## config.mk

```make
export PLATFORM = sky130hd
export DESIGN_NAME = kli_front
export DESIGN_NICKNAME = d
export VERILOG_FILES = /design/src/rtl/core/keyframe_linear_interpolator_top_assert.svh /design/src/rtl/core/kli_pkg.sv /design/src/rtl/core/kli_front.sv
export SDC_FILE = /design/constraint.sdc
export NUM_CORES = 1
export LEC_CHECK = 0
export ABC_AREA = 1
export CORE_AREA = 8 8 87 89
export DETAILED_ROUTE_END_ITERATION = 6
export DIE_AREA = 0 0 95 97
export DONT_BUFFER_PORTS = 1
export MAX_ROUTING_LAYER = met4
export PLACE_DENSITY = 0.4
export REMOVE_ABC_BUFFERS = 1
export SLEW_MARGIN = 10
export SYNTH_ARGS = -nofsm -noshare
export SYNTH_HDL_FRONTEND = slang
export SYNTH_SLANG_ARGS = --single-unit
```

## constraint.sdc

```tcl
create_clock -name vclk -period 0.8
set_input_delay 0.08 -clock vclk [all_inputs]
set_output_delay 0.08 -clock vclk [all_outputs]
set_load 0.03 [all_outputs]
```

## src/rtl/core/keyframe_linear_interpolator_top_assert.svh

```systemverilog
// Assertion macros for the keyframe interpolator top level.
// Used by keyframe_linear_interpolator_top.sv; expects clk_i and rst_ni in scope.
`ifndef KEYFRAME_LINEAR_INTERPOLATOR_TOP_ASSERT_SVH
`define KEYFRAME_LINEAR_INTERPOLATOR_TOP_ASSERT_SVH

// Same-cycle implication, checked outside reset.
`define KLI_ASSERT_IMPLIES(label, ante, cons, msg) \
  label: assert property (@(posedge clk_i) disable iff (!rst_ni) (ante) |-> (cons)) \
    else $error(msg);

// Next-cycle implication, checked outside reset.
`define KLI_ASSERT_NEXT(label, ante, cons, msg) \
  label: assert property (@(posedge clk_i) disable iff (!rst_ni) (ante) |=> (cons)) \
    else $error(msg);

`endif

```

## src/rtl/core/kli_pkg.sv

```systemverilog
// Shared types and constants for the keyframe linear interpolator.
// No dependencies; imported by every module of the block except kli_ram.
`timescale 1ns / 1ps

package kli_pkg;

  localparam int unsigned KfDepthDefault = 16;
  localparam int unsigned QueueDepth     = 2;
  localparam int unsigned ValW           = 32;
  localparam int unsigned ProdW          = 2 * ValW;
  localparam int unsigned IdxFieldW      = 4;
  localparam int unsigned CountW         = 5;

  localparam logic OpWrite = 1'b0;
  localparam logic OpQuery = 1'b1;

  localparam logic StatusOk    = 1'b0;
  localparam logic StatusEmpty = 1'b1;

  typedef struct packed {
    logic [ValW-1:0] time_ms;
    logic [ValW-1:0] x;
    logic [ValW-1:0] y;
  } kli_key_t;

  // One queued transaction. For a query the time field carries the query time.
  typedef struct packed {
    logic                 is_query;
    logic [IdxFieldW-1:0] idx;
    kli_key_t             key;
  } kli_cmd_t;

endpackage

```

## src/rtl/core/kli_front.sv

```systemverilog
// Input side: takes transactions, drops out-of-range writes, packs the rest.
// Depends on kli_pkg.
`timescale 1ns / 1ps

module kli_front import kli_pkg::*; #(
  parameter int unsigned DEPTH = KfDepthDefault
) (
  input  logic                 in_valid_i,
  output logic                 in_ready_o,
  input  logic                 operation_i,
  input  logic [IdxFieldW-1:0] entry_index_i,
  input  logic [ValW-1:0]      key_time_ms_i,
  input  logic [ValW-1:0]      key_x_i,
  input  logic [ValW-1:0]      key_y_i,
  input  logic [ValW-1:0]      query_time_ms_i,
  input  logic                 q_full_i,
  output logic                 push_o,
  output kli_cmd_t             push_data_o
);

  logic is_query;
  logic keep;

  assign is_query   = (operation_i == OpQuery);
  // A write to an entry beyond the table is swallowed here.
  assign keep       = is_query || (32'(entry_index_i) < 32'(DEPTH));
  assign in_ready_o = !q_full_i;
  assign push_o     = in_valid_i && !q_full_i && keep;

  always_comb begin
    push_data_o.is_query    = is_query;
    push_data_o.idx         = entry_index_i;
    push_data_o.key.time_ms = is_query ? query_time_ms_i : key_time_ms_i;
    push_data_o.key.x       = key_x_i;
    push_data_o.key.y       = key_y_i;
  end

endmodule

```

**Word-level counts from Yosys, hierarchy flattened**

Index checks and enable logic that the tools add are counted.

- Register bits after elaboration: 0
- Logic and storage cells: 3

- Mux-type cells: 1
- Reductions and logical operators: 2

Operator list:

| cell | count |
|---|---|
| $mux 32 | 1 |
| $logic_and 1x1->1 | 1 |
| $logic_not 1->1 | 1 |

**Depth between registers and ports, before layout**

- Depth after elaboration: 2
- Gate-level depth with buffers: 5

**Least setup slack after synthesis**

OpenSTA, ideal clock, no wires.

- Path type: input to output
- From: input operation_i
- To: output push_data_o[64] (netlist name)
- Arrival: 0.632 ns
- Path slack: 0.088 ns
- Stages on the path: 5
- Cells stage by stage: buf_6 > inv_8 > buf_12 > nand2_2 > nand2_1

RTL lines:

| element | line | RTL |
|---|---|---|
| start, declared | kli_front.sv:10 | `input logic operation_i,` |
| end, declared | kli_front.sv:18 | `output kli_cmd_t push_data_o` |

==> metrics.md <==
| Metric | Value |
|---|---|
| Peak VDD IR | `0.151 mV` |
| Antenna violations before repair | `1` |
| Area grow syn2layout | `-47.7%` |
| Startpoint type of the worst setup path | `input pin` |
| Critical path type | `input pin to output pin` |
| First-pass GRT wire length | `10.2 mm` |
| Net Sw Frac | `0.823` |
| Port Buffers | `0` |
| DR iter-0 viols | `11` |
| Worst hold stages | `0` |
| Final hold vios | `0` |
| Vias/cell | `4.18` |
| Resize count post-CTS | `0` |
| Nets | `239` |
| Antenna Violating Nets Remaining | `0` |
| Max-cap check violation count | `0` |
| Largest net degree at the start of global routing | `35` |
| Arrival @ worst endpoint | `0.63 ns` |
| Hold Startpoint | `key_y_i[22]` |
| Vias | `753` |
| Hold Path Sink | `push_data_o[22]` |
| Via count of the first global-routing pass | `835` |
| Post-Route Setup TNS | `0 ns` |
| Synth top area share | `0.507` |
| Setup Fix Bufs, Post-CTS | `0` |
| Synth warn | `0` |
| Critical Path Fanout Max | `34` |
| Status | `completed` |
| CLK BUF | `0` |
| Wire per inst | `49.0 um` |
| Final Cycle Share | `0.887` |
| Internal | `86.2 uW` |
| Min-delay worst type | `input pin to output pin` |
| Combinational Power Share | `1.000` |
| Unrepaired setup endpoints after global routing | `false` |
| Critical path buffers and inverters | `1` |
| Die width | `95 um` |
| Fmax | `1.41 GHz` |
| CP peak stage delay | `0.25 ns` |
| Slew headroom | `0.778` |
| Crit-path cells | `inv_8 -> nand2_1 -> nand2_1` |
| GR Util All Layers | `0.180` |
| Final GP Congestion | `0.685` |
| Final Max Slew Viols | `0` |
| Crit path top cell by count | `nand2_1` |
| Sw Pwr | `400 uW` |
| Mapped Cells | `176` |
| Die area | `9220 um^2` |
| Die H | `97 um` |
| Routed WL | `8.82 mm` |
| Mapped Avg Cell Area | `5.80 um^2` |
| Global route overflow | `0` |
| Worst-margin pin slew | `0.332 ns` |
| Tmin final | `0.709 ns` |
| Crit. End Element | `output pin` |
| Synth Cell Area | `1020 um^2` |
| Router iterations before antenna repair | `4` |
| Setup violations, final | `0` |
| Sequential Power Share | `0` |
| Cell Pwr Density | `910 nW/um^2` |
| Delay-heaviest family, CP | `simple AND/OR/NAND/NOR gates` |
| Initial Util | `0.165` |
| Critical-path top delay cell | `nand2_1` |
| Num rows | `29` |
| Core Region | `6200 um^2` |
| Clk pwr share | `0` |
| Number of buffers inserted by hold repair at cts | `0` |
| Dpl hpwl | `8.42 mm` |
| Top post-synthesis cells by area | `buf_4 51%, nand2_1 32%, nand2_2 6.1%` |
| Drt drc | `0` |
| Worst Path Required | `0.72 ns` |
| Register area share after synthesis | `0` |
| Seq cells | `0` |
| Final Power | `486 uW` |
| IO Count | `238` |
| Register area | `0 um^2` |
| Static Leak | `0.000318 uW` |
| Share of cells above drive strength 1 | `0.127` |
| Netlist cell types | `9` |
| Synth area leader | `buf_4` |
==> cells by family (layout without fill, tap and decap cells) <==
group	after synthesis	count (layout)	synth area share
other	0	1	0
buffers and inverters	79	5	0.619
and+or+nand+nor	97	97	0.381
==> cell usage after synthesis (all sizes together) <==
cell     n
buf     73
nor2     1
nand2   96
inv      3
clkbuf   3
==> power by group through the flow <==
stage | clock [uW] | combinational [uW] | sequential [uW]
2_1_floorplan | 0 | 425 | 0
3_3_place_gp | 0 | 492 | 0
3_5_place_dp | 0 | 495 | 0
4_1_cts | 0 | 495 | 0
5_1_grt | 0.000167 | 520 | 0
6_report | 0.000167 | 486 | 0
==> layer usage <==
layer	wire, um	global-route usage
met5	0	-
met4	0	0
met3	3450	0.319
met2	3780	0.264
met1	1590	0.0952
==> per-stage QoR <==
step             util  hold WS [ns]  setup slack (ns)  instance area (um^2)  cells
4_1_cts        0.0857         0.160             0.100                   532    179
2_1_floorplan       -         0.160             0.218                   408    100
6_report       0.0861         0.160            0.0905                   534    180
3_5_place_dp   0.0857         0.160             0.102                   532    179
3_3_place_gp   0.0857         0.160             0.102                   532    179
5_1_grt        0.0861         0.160            0.0525                   534    180
==> layout by cell type (no fill, tap or decap) <==
cell	n
nand2_1	86
nand2_2	10
inv_1	2
diode_2	1
inv_8	1
nor2_1	1
buf_12	1
buf_4	1
==> worst max-delay path by stage <==
stage | to | cells after the start | start | slack (ns)
5_1_grt | push_data_o[76] | 3 | operation_i | 0.05
3_5_place_dp | push_data_o[76] | 3 | operation_i | 0.10
2_1_floorplan | push_o | 2 | in_valid_i | 0.22
3_3_place_gp | push_data_o[92] | 3 | operation_i | 0.10
6_report | push_data_o[76] | 3 | operation_i | 0.09
4_1_cts | push_data_o[76] | 3 | operation_i | 0.10
==> final cells by class <==
class | instances | area [um^2]
diodes | 1 | 2.50
inverters | 3 | 18.8
repair buffers | 2 | 27.5
multi-input cells | 97 | 389
fillers | 732 | 5670
well taps | 77 | 96.3
Note: power is estimated with default switching activity, not from simulation.
