==> src/rtl/core/keyframe_linear_interpolator_top_assert.svh <==
// Assertion macros for the keyframe interpolator top level.
// Used by keyframe_linear_interpolator_top.sv; expects clk_i and rst_ni in scope.
`ifndef KEYFRAME_LINEAR_INTERPOLATOR_TOP_ASSERT_SVH
`define KEYFRAME_LINEAR_INTERPOLATOR_TOP_ASSERT_SVH

// Same-cycle implication, checked outside reset.
`define KLI_ASSERT_IMPLIES(label, ante, cons, msg) \
  label: assert property (@(posedge clk_i) disable iff (!rst_ni) (ante) |-> (cons)) \
    else $error(msg);

// Next-cycle implication, checked outside reset.
`define KLI_ASSERT_NEXT(label, ante, cons, msg) \
  label: assert property (@(posedge clk_i) disable iff (!rst_ni) (ante) |=> (cons)) \
    else $error(msg);

`endif

==> src/rtl/core/kli_pkg.sv <==
// Shared types and constants for the keyframe linear interpolator.
// No dependencies; imported by every module of the block except kli_ram.
`timescale 1ns / 1ps

package kli_pkg;

  localparam int unsigned KfDepthDefault = 16;
  localparam int unsigned QueueDepth     = 2;
  localparam int unsigned ValW           = 32;
  localparam int unsigned ProdW          = 2 * ValW;
  localparam int unsigned IdxFieldW      = 4;
  localparam int unsigned CountW         = 5;

  localparam logic OpWrite = 1'b0;
  localparam logic OpQuery = 1'b1;

  localparam logic StatusOk    = 1'b0;
  localparam logic StatusEmpty = 1'b1;

  typedef struct packed {
    logic [ValW-1:0] time_ms;
    logic [ValW-1:0] x;
    logic [ValW-1:0] y;
  } kli_key_t;

  // One queued transaction. For a query the time field carries the query time.
  typedef struct packed {
    logic                 is_query;
    logic [IdxFieldW-1:0] idx;
    kli_key_t             key;
  } kli_cmd_t;

endpackage

==> src/rtl/core/kli_queue.sv <==
// Short register FIFO between the front and back of the interpolator.
// Depends on kli_pkg.
`timescale 1ns / 1ps

module kli_queue import kli_pkg::*; #(
  parameter int unsigned DEPTH = QueueDepth
) (
  input  logic     clk_i,
  input  logic     rst_ni,
  input  logic     push_i,
  input  kli_cmd_t push_data_i,
  output logic     full_o,
  input  logic     pop_i,
  output logic     valid_o,
  output kli_cmd_t data_o
);

  localparam int unsigned PtrW = (DEPTH > 1) ? $clog2(DEPTH) : 1;
  localparam int unsigned CntW = $clog2(DEPTH + 1);

  kli_cmd_t        entry_q [DEPTH];
  logic [PtrW-1:0] wr_ptr_q, wr_ptr_d;
  logic [PtrW-1:0] rd_ptr_q, rd_ptr_d;
  logic [CntW-1:0] cnt_q, cnt_d;
  logic            do_push;
  logic            do_pop;

  assign full_o  = (cnt_q == CntW'(DEPTH));
  assign valid_o = (cnt_q != '0);
  assign data_o  = entry_q[rd_ptr_q];
  assign do_push = push_i && !full_o;
  assign do_pop  = pop_i && valid_o;

  always_comb begin
    wr_ptr_d = wr_ptr_q;
    rd_ptr_d = rd_ptr_q;
    cnt_d    = cnt_q;
    if (do_push) begin
      wr_ptr_d = (wr_ptr_q == PtrW'(DEPTH - 1)) ? '0 : wr_ptr_q + 1'b1;
    end
    if (do_pop) begin
      rd_ptr_d = (rd_ptr_q == PtrW'(DEPTH - 1)) ? '0 : rd_ptr_q + 1'b1;
    end
    if (do_push && !do_pop) begin
      cnt_d = cnt_q + 1'b1;
    end else if (do_pop && !do_push) begin
      cnt_d = cnt_q - 1'b1;
    end
  end

  always_ff @(posedge clk_i or negedge rst_ni) begin
    if (!rst_ni) begin
      wr_ptr_q <= '0;
      rd_ptr_q <= '0;
      cnt_q    <= '0;
    end else begin
      wr_ptr_q <= wr_ptr_d;
      rd_ptr_q <= rd_ptr_d;
      cnt_q    <= cnt_d;
    end
  end

  always_ff @(posedge clk_i) begin
    if (do_push) begin
      entry_q[wr_ptr_q] <= push_data_i;
    end
  end

endmodule

==> config.mk <==
export PLATFORM = sky130hd
export DESIGN_NAME = kli_queue
export DESIGN_NICKNAME = d
export VERILOG_FILES = /design/src/rtl/core/keyframe_linear_interpolator_top_assert.svh /design/src/rtl/core/kli_pkg.sv /design/src/rtl/core/kli_queue.sv
export SDC_FILE = /design/constraint.sdc
export NUM_CORES = 1
export LEC_CHECK = 0
export BUFFER_PORTS_ARGS = -buffer_cell sky130_fd_sc_hd__buf_2
export CORE_ASPECT_RATIO = 0.75
export CORE_MARGIN = 5
export CORE_UTILIZATION = 35
export CTS_CLUSTER_SIZE = 28
export DETAILED_ROUTE_END_ITERATION = 6
export SYNTH_ARGS = -nofsm -noshare
export SYNTH_HDL_FRONTEND = slang
export SYNTH_SLANG_ARGS = --single-unit
==> constraint.sdc <==
create_clock -name clk_i -period 15.65 [get_ports clk_i]
set_clock_uncertainty 0.15 [all_clocks]
set_input_delay 0.7825 -clock clk_i [delete_from_list [all_inputs] [get_ports clk_i]]
set_output_delay 0.7825 -clock clk_i [all_outputs]
set_load 0.02 [all_outputs]
[Yosys cells after proc, flatten, opt, wreduce, memory -nomap -nowiden]
Memories as Yosys holds them, arrays and structs flattened.
Index checks and enable logic that the tools add are counted.
Storage, ports and cells
  bits in latches: 0
  logic and storage cells: 24
  register bits after elaboration: 4
  memory bits (writable): 202
  memories kept: 1
  memory bits (read-only): 0
Operators by class
  bitwise logic cells: 0
  div/mod/pow operators: 0
  reductions and logical operators: 9
  equality and inequality tests: 1
  muxes and demuxes: 6
  shift operators: 0
  $mul: 0
  magnitude comparators: 0
  add/sub/neg operators: 4
Memories
  entry_q: depth 2, bits a word 101, read ports 1, clocked after Yosys merged registers in 0, wr ports 1, line kli_queue.sv:21  | kli_cmd_t entry_q [DEPTH];
Operators with widths (count)
  logical AND 1 bit: 4
  two-way mux 1 bit: 4
  two-way mux 2 bit: 2
  nonzero test 2 bit: 2
  zero test 1 bit: 3
  adder 1 bit, second input constant: 2
  adder 2 x 1 -> 2 bit, second input constant: 1
  == test 2 bit, second input constant: 1
  subtractor 2 x 1 -> 2 bit, second input constant: 1

[Depth between registers and ports, before layout]
Gate-level depths: netlist of run 1.
  word-level depth: 7
  gate-level depth with buffers: 7

[Worst setup path after synthesis of run 1]
No wires, ideal clock.
  path type: input to register
  from: input port push_i
  to: memory entry_q[0][0] (netlist name) (enable)
  setup time: 0.562 ns
  cell stages on the path: 2
  slack: 9.863 ns
  arrival: 5.075 ns
  path through: nand2_1 -> nor2_1
Between the ends
  word-level cells in the longest chain between the ends: 3
Ends and longest elaborated chain
  start, declared: line kli_queue.sv:10  | input logic push_i,
  logical AND 1 bit: line kli_queue.sv:31  | assign do_push = push_i && !full_o;
  two-way mux 1 bit: line kli_queue.sv:64  | if (do_push) begin
  two-way mux 1 bit (implied by the code): line kli_queue.sv:65  | entry_q[wr_ptr_q] <= push_data_i;
  end, declared: line kli_queue.sv:21
No other way between the ends.

==> flow_metrics.env, run 1 <==
export IMPL_fill_cells=1947
export IMPL_worst_ep_arrival_time_ns=3.08
export IMPL_power_switching_uw=624.3
export IMPL_ys_warn_count=0
export IMPL_seqCellArea_mm2=0.006170
export IMPL_worstMarginPinSlew_ns=1.026
export IMPL_cts_tree="built"
export IMPL_yosysTopAreaCell="edfxtp_1"
export IMPL_worstPathRequired_ns=14.72
export IMPL_synth_cell_area_mm2=0.007809
export IMPL_timing_fmax_ghz=0.2494
export IMPL_ys_seq_elements=206
export IMPL_h_tree_depth=1
export IMPL_start_kind="flop"
export IMPL_syn_inst=333
export IMPL_start_util=0.3550
export IMPL_vias_per_cell=4.423
export IMPL_wl_per_cell_um=17.32
export IMPL_finalCriticalPeriod_ns=4.009
export IMPL_status="finished, final reports clean"
export IMPL_cts_clk_slew_worst_paths_ns=0.06
export IMPL_max_clock_path_buffers=3
export IMPL_intPower_uw=1362
export IMPL_synth_edf_count=202
export IMPL_crit_start="rd_ptr_q"
export IMPL_setup_tns_ns=0
export IMPL_worstHoldStart="push_data_i[76]"
export IMPL_global_route_usage_met3=0.04331
export IMPL_busiest_layer="met2"
export IMPL_synth_area_leaders="edfxtp_1, mux2_4, mux2_2"
export IMPL_ir_worst_vdd_mv=0.1321
export IMPL_seqPwrFrac=0.414
export IMPL_clk_insertion_delay_late_ns=0.49
export IMPL_grt_max_degree=58
export IMPL_use_met2=0.1799
export IMPL_powerDensity_mw_per_mm2=200.8
export IMPL_fp_row_count=47
export IMPL_cts_sinks=206
export IMPL_synth_cell_types=16
export IMPL_area_growth_pct=26.71
export IMPL_nets=664
export IMPL_multi_input_area_mm2=0.001540
export IMPL_yosysMostFrequentCell="edfxtp_1"
export IMPL_switching_share=0.3142
export IMPL_clockRootBuffer="clkbuf_16"
export IMPL_chipHeight_um=139.4
export IMPL_critPathMaxFanout=57
export IMPL_ant_nets=0
export IMPL_ys_flop_type="edfxtp_1"
export IMPL_slew_viol_final=0
export IMPL_final_setup_viol_count=0
export IMPL_die_x_um=182.5
export IMPL_ys_seq_area_frac=0.7896
export IMPL_yosysTopAreaCellShare=0.7768
export IMPL_p_clk_frac=0.261
export IMPL_grtUsageMet1=0.1457
export IMPL_async_reset_ff_frac=0.01942
export IMPL_critPathKind="reg2out"
export IMPL_syn_nets=439
export IMPL_grt_overflow_total=0
export IMPL_grtUsageTotal=0.1127
export IMPL_routed_wl_um=15020
export IMPL_fin_crit_sh=0.2562
export IMPL_die_area_mm2=0.02543
export IMPL_rsz0062_at_grt="false"
export IMPL_cts_made_buffers=22
export IMPL_drcViolationCount=0
export IMPL_cp_end_kind="output pin"
export IMPL_min_path_type="in2reg"
export IMPL_hpwl_um=10180
export IMPL_gp_congestion=0.7018
export IMPL_antennaDiodeCount=0
export IMPL_ios=208
export IMPL_relSlewSlack=0.3162
export IMPL_p_leak_uw=0.003911
export IMPL_hold_ws_ns=0.3268
export IMPL_grt_antenna_before_repair=2
export IMPL_synth_commonest_cells="edfxtp_1, mux2_4, mux2_2"
export IMPL_grt_pass1_vias=4159
export IMPL_drt_pass1_iter_count=4
export IMPL_rr_startpoint="cnt_q[0]"
export IMPL_drive_gt1_frac=0.6073
export IMPL_max_cap_violations=0
export IMPL_synth_area_per_cell_um2=23.45
export IMPL_finalHoldViolations=0
export IMPL_portBuffers=207
export IMPL_drt_initial_drc_count=160
export IMPL_pwr_share_comb=0.324
export IMPL_core_region_area_mm2=0.02199
export IMPL_grt_pass1_wl_um=23090
export IMPL_vias=3835
==> repair_timing <==
item / CTS / global route
resized for setup: 0 / 0
setup buffers: 0 / 0
hold buffers: 1 / 0
endpoints found under the hold margin: 4 / 0
==> stage by stage <==
stage | power, uW | setup slack (ns) | utilization | area, um^2 | cells
final | 1987 | 11.64 | 0.4499 | 9894 | 867
after global routing | 2083 | 11.50 | 0.4499 | 9894 | 867
after CTS | 2022 | 11.63 | 0.4499 | 9894 | 867
after detailed placement | 1495 | 12.17 | 0.4161 | 9151 | 827
after global placement | 1480 | 12.21 | 0.4161 | 9151 | 827
after floorplan | 1316 | 9.863 | - | 7809 | 333
==> power groups by stage <==
stage	registers, uW	clock network (uW)	logic (uW)
5_1_grt	836	559	688
2_1_floorplan	804	0	512
6_report	823	519	645
4_1_cts	827	537	658
3_3_place_gp	831	0	649
3_5_place_dp	838	0	657
==> routing by layer <==
| layer | part of all wire | vias up |
|---|---|---|
| met3 | 0.090 | 32 |
| met5 | 0.0018 | - |
| met4 | 0.025 | 4 |
| li1 | - | 1774 |
| met1 | 0.42 | 1873 |
| met2 | 0.46 | 152 |
==> layout make-up <==
cell class	count	area share
repair buffers	212	0.1088
inverters	2	0.0007587
clock buffers	27	0.05969
clock inverters	12	0.01442
flip-flops and latches	206	0.6235
well taps	294	0.03718
multi-input cells	114	0.1557
==> cell usage in the layout, fill, tap and decap left out <==
cell type,n
ha_1,1
nand2_1,2
clkinv_2,3
dlygate4sd3_1,1
xnor2_1,3
inv_8,1
buf_2,207
xor2_1,2
mux2_4,80
nand2b_1,1
edfxtp_1,202
clkbuf_16,23
clkinv_1,3
dfrtp_1,3
nor2_4,1
buf_4,4
and3_4,1
bufinv_16,3
clkbuf_1,4
or2_2,1
clkinvlp_4,2
nor2_1,1
inv_1,2
dfrtp_4,1
mux2_2,21
==> critical path, cell delays in order (launching register included) <==
cell	delay, ns
dfrtp_4	1.04
buf_4	0.82
mux2_2	0.42
buf_2	0.16
==> kinds of logic (layout without fill, tap and decap cells) <==
kind of cell / count (synthesis) / in the layout / share of synthesized area
flip-flops: 206 / 206 / 0.7896
multiplexers: 101 / 101 / 0.1841
buffers and inverters: 13 / 253 / 0.01474
AND/OR/NAND/NOR: 7 / 7 / 0.004328
XOR/XNOR: 5 / 5 / 0.005609
adder cells (fa/ha/maj): 1 / 1 / 0.001602
==> flip-flops by register name, indices dropped and copies added, names as in the netlist <==
signal / count
entry_q: 202
cnt_q: 2
rd_ptr_q: 1
wr_ptr_q: 1
==> path summary, 6_finish.rpt <==
path | endpoint | slack, ns | depth (start not counted)
worst min-delay path | entry_q[1][76] | 0.33 | 1
min in group asynchronous | wr_ptr_q | 0.50 | 2
worst min register to register | cnt_q[1] | 0.34 | 1
worst max register to register | entry_q[1][20] | 13.11 | 3
worst max-delay path | data_o[71] | 11.64 | 3
max in group asynchronous | rd_ptr_q | 14.71 | 2
(Power assumes the default switching activity.)
==> run 2: changes to the inputs <==
==> constraint.sdc (replaced) <==
create_clock -name clk_i -period 4 [get_ports clk_i]
set_clock_uncertainty 0.15 [all_clocks]
set_input_delay 0.2 -clock clk_i [delete_from_list [all_inputs] [get_ports clk_i]]
set_output_delay 0.2 -clock clk_i [all_outputs]
set_load 0.02 [all_outputs]
==> flow_metrics.env, run 2 (synthesized netlist as in run 1, its figures left out) <==
export IMPL_status="finished, final reports clean"
export IMPL_fin_crit_sh=0.7112
export IMPL_grt_antenna_before_repair=0
export IMPL_grt_max_degree=81
export IMPL_drt_initial_drc_count=170
export IMPL_clockRootBuffer="clkbuf_16"
export IMPL_mostFrequentLayoutCells="buf_2, edfxtp_1, dlygate4sd3_1"
export IMPL_fp_row_count=47
export IMPL_powerDensity_mw_per_mm2=703.7
export IMPL_routed_wl_um=15800
export IMPL_ios=208
export IMPL_postCtsSetupBuffers=0
export IMPL_fin_total_pwr_uw=7654
export IMPL_seqPwrFrac=0.420
export IMPL_hpwl_um=10130
export IMPL_vias_per_cell=4.345
export IMPL_grt_pass1_vias=4649
export IMPL_p_leak_uw=0.004321
export IMPL_largest_reg_flops=202
export IMPL_finalHoldViolations=0
export IMPL_timing_fmax_ghz=0.3515
export IMPL_setup_tns_ns=0
export IMPL_cts_tree="built"
export IMPL_intPower_uw=5215
export IMPL_cts_sinks=206
export IMPL_max_clock_path_buffers=3
export IMPL_fill_cells=1813
export IMPL_start_kind="flop"
export IMPL_gp_congestion=0.7079
export IMPL_worstPathRequired_ns=3.65
export IMPL_cts_clk_slew_worst_paths_ns=0.06
export IMPL_top_register="entry_q"
export IMPL_power_switching_uw=2438
export IMPL_p_clk_frac=0.236
export IMPL_relSlewSlack=0.3333
export IMPL_drcViolationCount=0
export IMPL_place_area_mm2=0.009184
export IMPL_final_setup_viol_count=0
export IMPL_portBuffers=207
export IMPL_rsz0062_at_grt="false"
export IMPL_grtUsageTotal=0.1199
export IMPL_min_path_type="in2reg"
export IMPL_dpl_cell_count=828
export IMPL_ir_worst_vdd_mv=0.3851
export IMPL_switching_share=0.3186
export IMPL_worst_slack_ns=1.155
export IMPL_critPathMaxFanout=56
export IMPL_slew_viol_final=0
export IMPL_finalCriticalPeriod_ns=2.845
export IMPL_pre_cts_ws_ns=1.600
export IMPL_pwr_share_comb=0.344
export IMPL_drive_gt1_frac=0.5096
export IMPL_cp_end_kind="output pin"
export IMPL_core_region_area_mm2=0.02199
export IMPL_grt_overflow_total=0
export IMPL_start_util=0.3550
export IMPL_clk_insertion_delay_late_ns=0.48
export IMPL_worstMarginPinSlew_ns=1.000
export IMPL_ant_nets=0
export IMPL_vias=4219
export IMPL_grt_pass1_wl_um=24590
export IMPL_cts_made_buffers=22
export IMPL_stdcell_area_mm2=0.01088
export IMPL_critPathKind="reg2out"
export IMPL_final_cells=971
export IMPL_wl_per_cell_um=16.27
export IMPL_max_cap_violations=0
export IMPL_top_regs="entry_q x202, cnt_q x2"
export IMPL_nets=769
export IMPL_antennaDiodeCount=0
export IMPL_area_growth_pct=39.29
export IMPL_h_tree_depth=1
export IMPL_layout_commonest_cell="buf_2"
export IMPL_die_x_um=182.5
export IMPL_drt_pass1_iter_count=4
export IMPL_worst_ep_arrival_time_ns=2.49
export IMPL_chipHeight_um=139.4
export IMPL_die_area_mm2=0.02543
run 2: layout make-up:
| class | count | area [um^2] | share of cell area |
|---|---|---|---|
| Inverter | 2 | 7.507 | 0.0006902 |
| Sequential cell | 206 | 6170 | 0.5672 |
| Clock inverter | 8 | 40.04 | 0.003681 |
| Multi-Input combinational cell | 114 | 1540 | 0.1416 |
| Clock buffer | 30 | 601.8 | 0.05533 |
| Timing Repair Buffer | 317 | 2150 | 0.1976 |
| Tap cell | 294 | 367.9 | 0.03382 |
run 2: worst paths after layout:
| path | from | to | slack [ns] | cells after the start |
|---|---|---|---|---|
| max in group asynchronous | rst_ni | rd_ptr_q | 3.04 | 3 |
| max reg2reg | cnt_q[0] | entry_q[0][56] | 1.69 | 4 |
| min | push_data_i[55] | entry_q[1][55] | 0.28 | 2 |
| min in group asynchronous | rst_ni | cnt_q[1] | 0.48 | 3 |
| min reg2reg | cnt_q[1] | cnt_q[1] | 0.35 | 1 |
| max | rd_ptr_q | data_o[88] | 1.16 | 3 |
run 2: routing by layer:
layer,part of all wire,vias to the layer above,track usage,routed length (um)
met5,0,-,0,0
met4,0.019,0,0.03198,308
met3,0.073,23,0.03366,1151
met2,0.48,155,0.1986,7591
met1,0.43,2061,0.1561,6745
li1,-,1980,-,-
run 2: power groups by stage:
stage	Sequential, uW	Combinational [uW]	Clock, uW
floorplan	3130	2000	0
global placement	3250	2570	0
detailed placement	3280	2600	0
CTS	3230	2690	1870
global route	3270	2810	1960
finish	3220	2630	1800
run 2: what timing repair did:
action,4_1_cts,5_1_grt
hold buffers,105,0
gates resized for setup,0,0
endpoints found under the hold margin,208,0
run 2: per-stage QoR:
stage	utilization	hold WS, ns
after floorplan	-	-0.2456
after global placement	0.4176	-0.1459
after detailed placement	0.4176	-0.1419
after CTS	0.4945	0.2485
after global routing	0.4945	0.2627
final	0.4945	0.2794
run 2: worst max-delay path, cell delays in order (launching register included):
cell	delay [ns]
dfrtp_4	1.05
buf_4	0.42
mux2_4	0.34
buf_2	0.16
==> run 3: changes to the inputs <==
==> constraint.sdc (replaced) <==
create_clock -name clk_i -period 2.4 [get_ports clk_i]
set_clock_uncertainty 0.15 [all_clocks]
set_input_delay 0.12 -clock clk_i [delete_from_list [all_inputs] [get_ports clk_i]]
set_output_delay 0.12 -clock clk_i [all_outputs]
set_load 0.02 [all_outputs]
==> flow_metrics.env, run 3 (synthesized netlist as in run 1, its figures left out) <==
export IMPL_p_clk_frac=0.242
export IMPL_dpl_cell_count=829
export IMPL_max_stage_delay_ns=0.44
export IMPL_grt_max_degree=74
export IMPL_top_regs="entry_q x202, cnt_q x2"
export IMPL_wl_per_cell_um=16.36
export IMPL_grt_overflow_total=0
export IMPL_top_register="entry_q"
export IMPL_core_region_area_mm2=0.02199
export IMPL_ant_nets=0
export IMPL_pre_cts_ws_ns=0.6981
export IMPL_slowest_stage="dfrtp_4"
export IMPL_ir_worst_vdd_mv=0.7743
export IMPL_drt_pass1_iter_count=4
export IMPL_worstMarginPinSlew_ns=0.4896
export IMPL_cp_end_kind="output pin"
export IMPL_final_cells=972
export IMPL_portBuffers=207
export IMPL_max_clock_path_buffers=3
export IMPL_power_switching_uw=4045
export IMPL_cts_sinks=206
export IMPL_h_tree_depth=1
export IMPL_worst_slack_ns=0.2203
export IMPL_postCtsSetupBuffers=0
export IMPL_antennaDiodeCount=0
export IMPL_area_growth_pct=40.52
export IMPL_finalCriticalPeriod_ns=2.180
export IMPL_fin_crit_sh=0.9082
export IMPL_worstPathRequired_ns=2.13
export IMPL_path_cells="buf_12 -> mux2_2 -> buf_2"
export IMPL_global_route_usage_met3=0.03548
export IMPL_drt_initial_drc_count=169
export IMPL_cts_clk_slew_worst_paths_ns=0.05
export IMPL_grt_pass1_vias=4714
export IMPL_routed_wl_um=15900
export IMPL_grt_antenna_before_repair=0
export IMPL_cts_made_buffers=22
export IMPL_hpwl_um=10130
export IMPL_chipHeight_um=139.4
export IMPL_drcViolationCount=0
export IMPL_use_met2=0.2027
export IMPL_clockRootBuffer="clkbuf_16"
export IMPL_critPathTopFamily="buffers and inverters"
export IMPL_grtUsageMet1=0.1511
export IMPL_fill_cells=1819
export IMPL_slew_viol_final=0
export IMPL_ios=208
export IMPL_fin_total_pwr_uw=12960
export IMPL_die_area_mm2=0.02543
export IMPL_largest_reg_flops=202
export IMPL_cts_tree="built"
export IMPL_drive_gt1_frac=0.5103
export IMPL_pwr_share_comb=0.362
export IMPL_critPathKind="reg2out"
export IMPL_busiest_layer="met2"
export IMPL_mostFrequentLayoutCells="buf_2, edfxtp_1, dlygate4sd3_1"
export IMPL_start_kind="flop"
export IMPL_seqPwrFrac=0.396
export IMPL_critPathMaxFanout=57
export IMPL_gp_congestion=0.7129
export IMPL_max_cap_violations=0
export IMPL_p_leak_uw=0.004357
export IMPL_start_util=0.3550
export IMPL_die_x_um=182.5
export IMPL_min_path_type="in2reg"
export IMPL_clk_insertion_delay_late_ns=0.49
export IMPL_nets=770
export IMPL_status="finished, final reports clean"
export IMPL_final_setup_viol_count=0
export IMPL_finalHoldViolations=0
export IMPL_grt_pass1_wl_um=24600
export IMPL_fp_row_count=47
export IMPL_vias=4250
export IMPL_grtUsageTotal=0.1203
export IMPL_switching_share=0.3120
export IMPL_relSlewSlack=0.6736
export IMPL_hold_ws_ns=0.1952
export IMPL_worst_ep_arrival_time_ns=1.91
export IMPL_timing_fmax_ghz=0.4588
export IMPL_rsz0062_at_grt="false"
export IMPL_vias_per_cell=4.372
export IMPL_cp_buffers_inverters=2
export IMPL_powerDensity_mw_per_mm2=1181
export IMPL_layout_commonest_cell="buf_2"
export IMPL_intPower_uw=8919
run 3: cell types whose count changed in the layout (fill, tap and decap cells not counted):
cell	change
clkinv_2	-4
nand2_1	-1
buf_12	+3
clkinv_4	-1
nand2b_1	-1
buf_4	-2
bufinv_16	+1
clkbuf_1	+2
nand2b_4	+1
clkbuf_8	+2
nand2_4	+1
run 3: worst paths after layout:
path / start / to / slack, ns / cells past startpoint
max reg2reg: cnt_q[0] / entry_q[0][9] / 0.66 / 4
min reg2reg: cnt_q[0] / cnt_q[0] / 0.39 / 1
min in group asynchronous: rst_ni / cnt_q[0] / 0.40 / 3
min: push_data_i[74] / entry_q[0][74] / 0.20 / 2
max: rd_ptr_q / data_o[78] / 0.22 / 3
max in group asynchronous: rst_ni / rd_ptr_q / 1.51 / 3
run 3: power by group through the flow:
stage	combinational (uW)	clock, uW	sequential, uW
6_report	4690	3140	5130
3_5_place_dp	4650	0	5220
4_1_cts	4810	3260	5150
3_3_place_gp	4610	0	5170
2_1_floorplan	3360	0	5170
5_1_grt	5000	3410	5210
run 3: metal layers:
layer	up-vias	routed length, um
li1	1980	-
met1	2067	6603
met2	169	7560
met3	34	1291
met4	0	447
met5	-	0
run 3: final cells by class:
cell class              count  area, um^2  area share
clock buffers              34       636.9     0.05804
well taps                 294       367.9     0.03352
clock inverters             4       41.29    0.003763
multi-input cells         114        1555      0.1417
repair buffers            318        2195      0.2000
flip-flops and latches    206        6170      0.5623
inverters                   2       7.507   0.0006842
run 3: per-stage QoR:
stage,TNS (ns),cell area [um^2],utilization
3_5_place_dp,0,9244,0.4203
5_1_grt,0,10970,0.4989
4_1_cts,0,10970,0.4989
2_1_floorplan,-28.59,7833,-
3_3_place_gp,0,9244,0.4203
6_report,0,10970,0.4989
run 3: worst reg2reg max path, stage by stage, from the launching register on:
cell      delay, ns
dfrtp_1        0.41
nand2b_4       0.17
nand2_4        0.06
nor2_4         0.14
buf_12         0.32
run 3: timing repair:
| action | in CTS | in global routing |
|---|---|---|
| hold buffers | 105 | 0 |
| endpoints found under the setup margin | 0 | 0 |
| resized for setup | 0 | 0 |
| endpoints found under the hold margin | 209 | 0 |
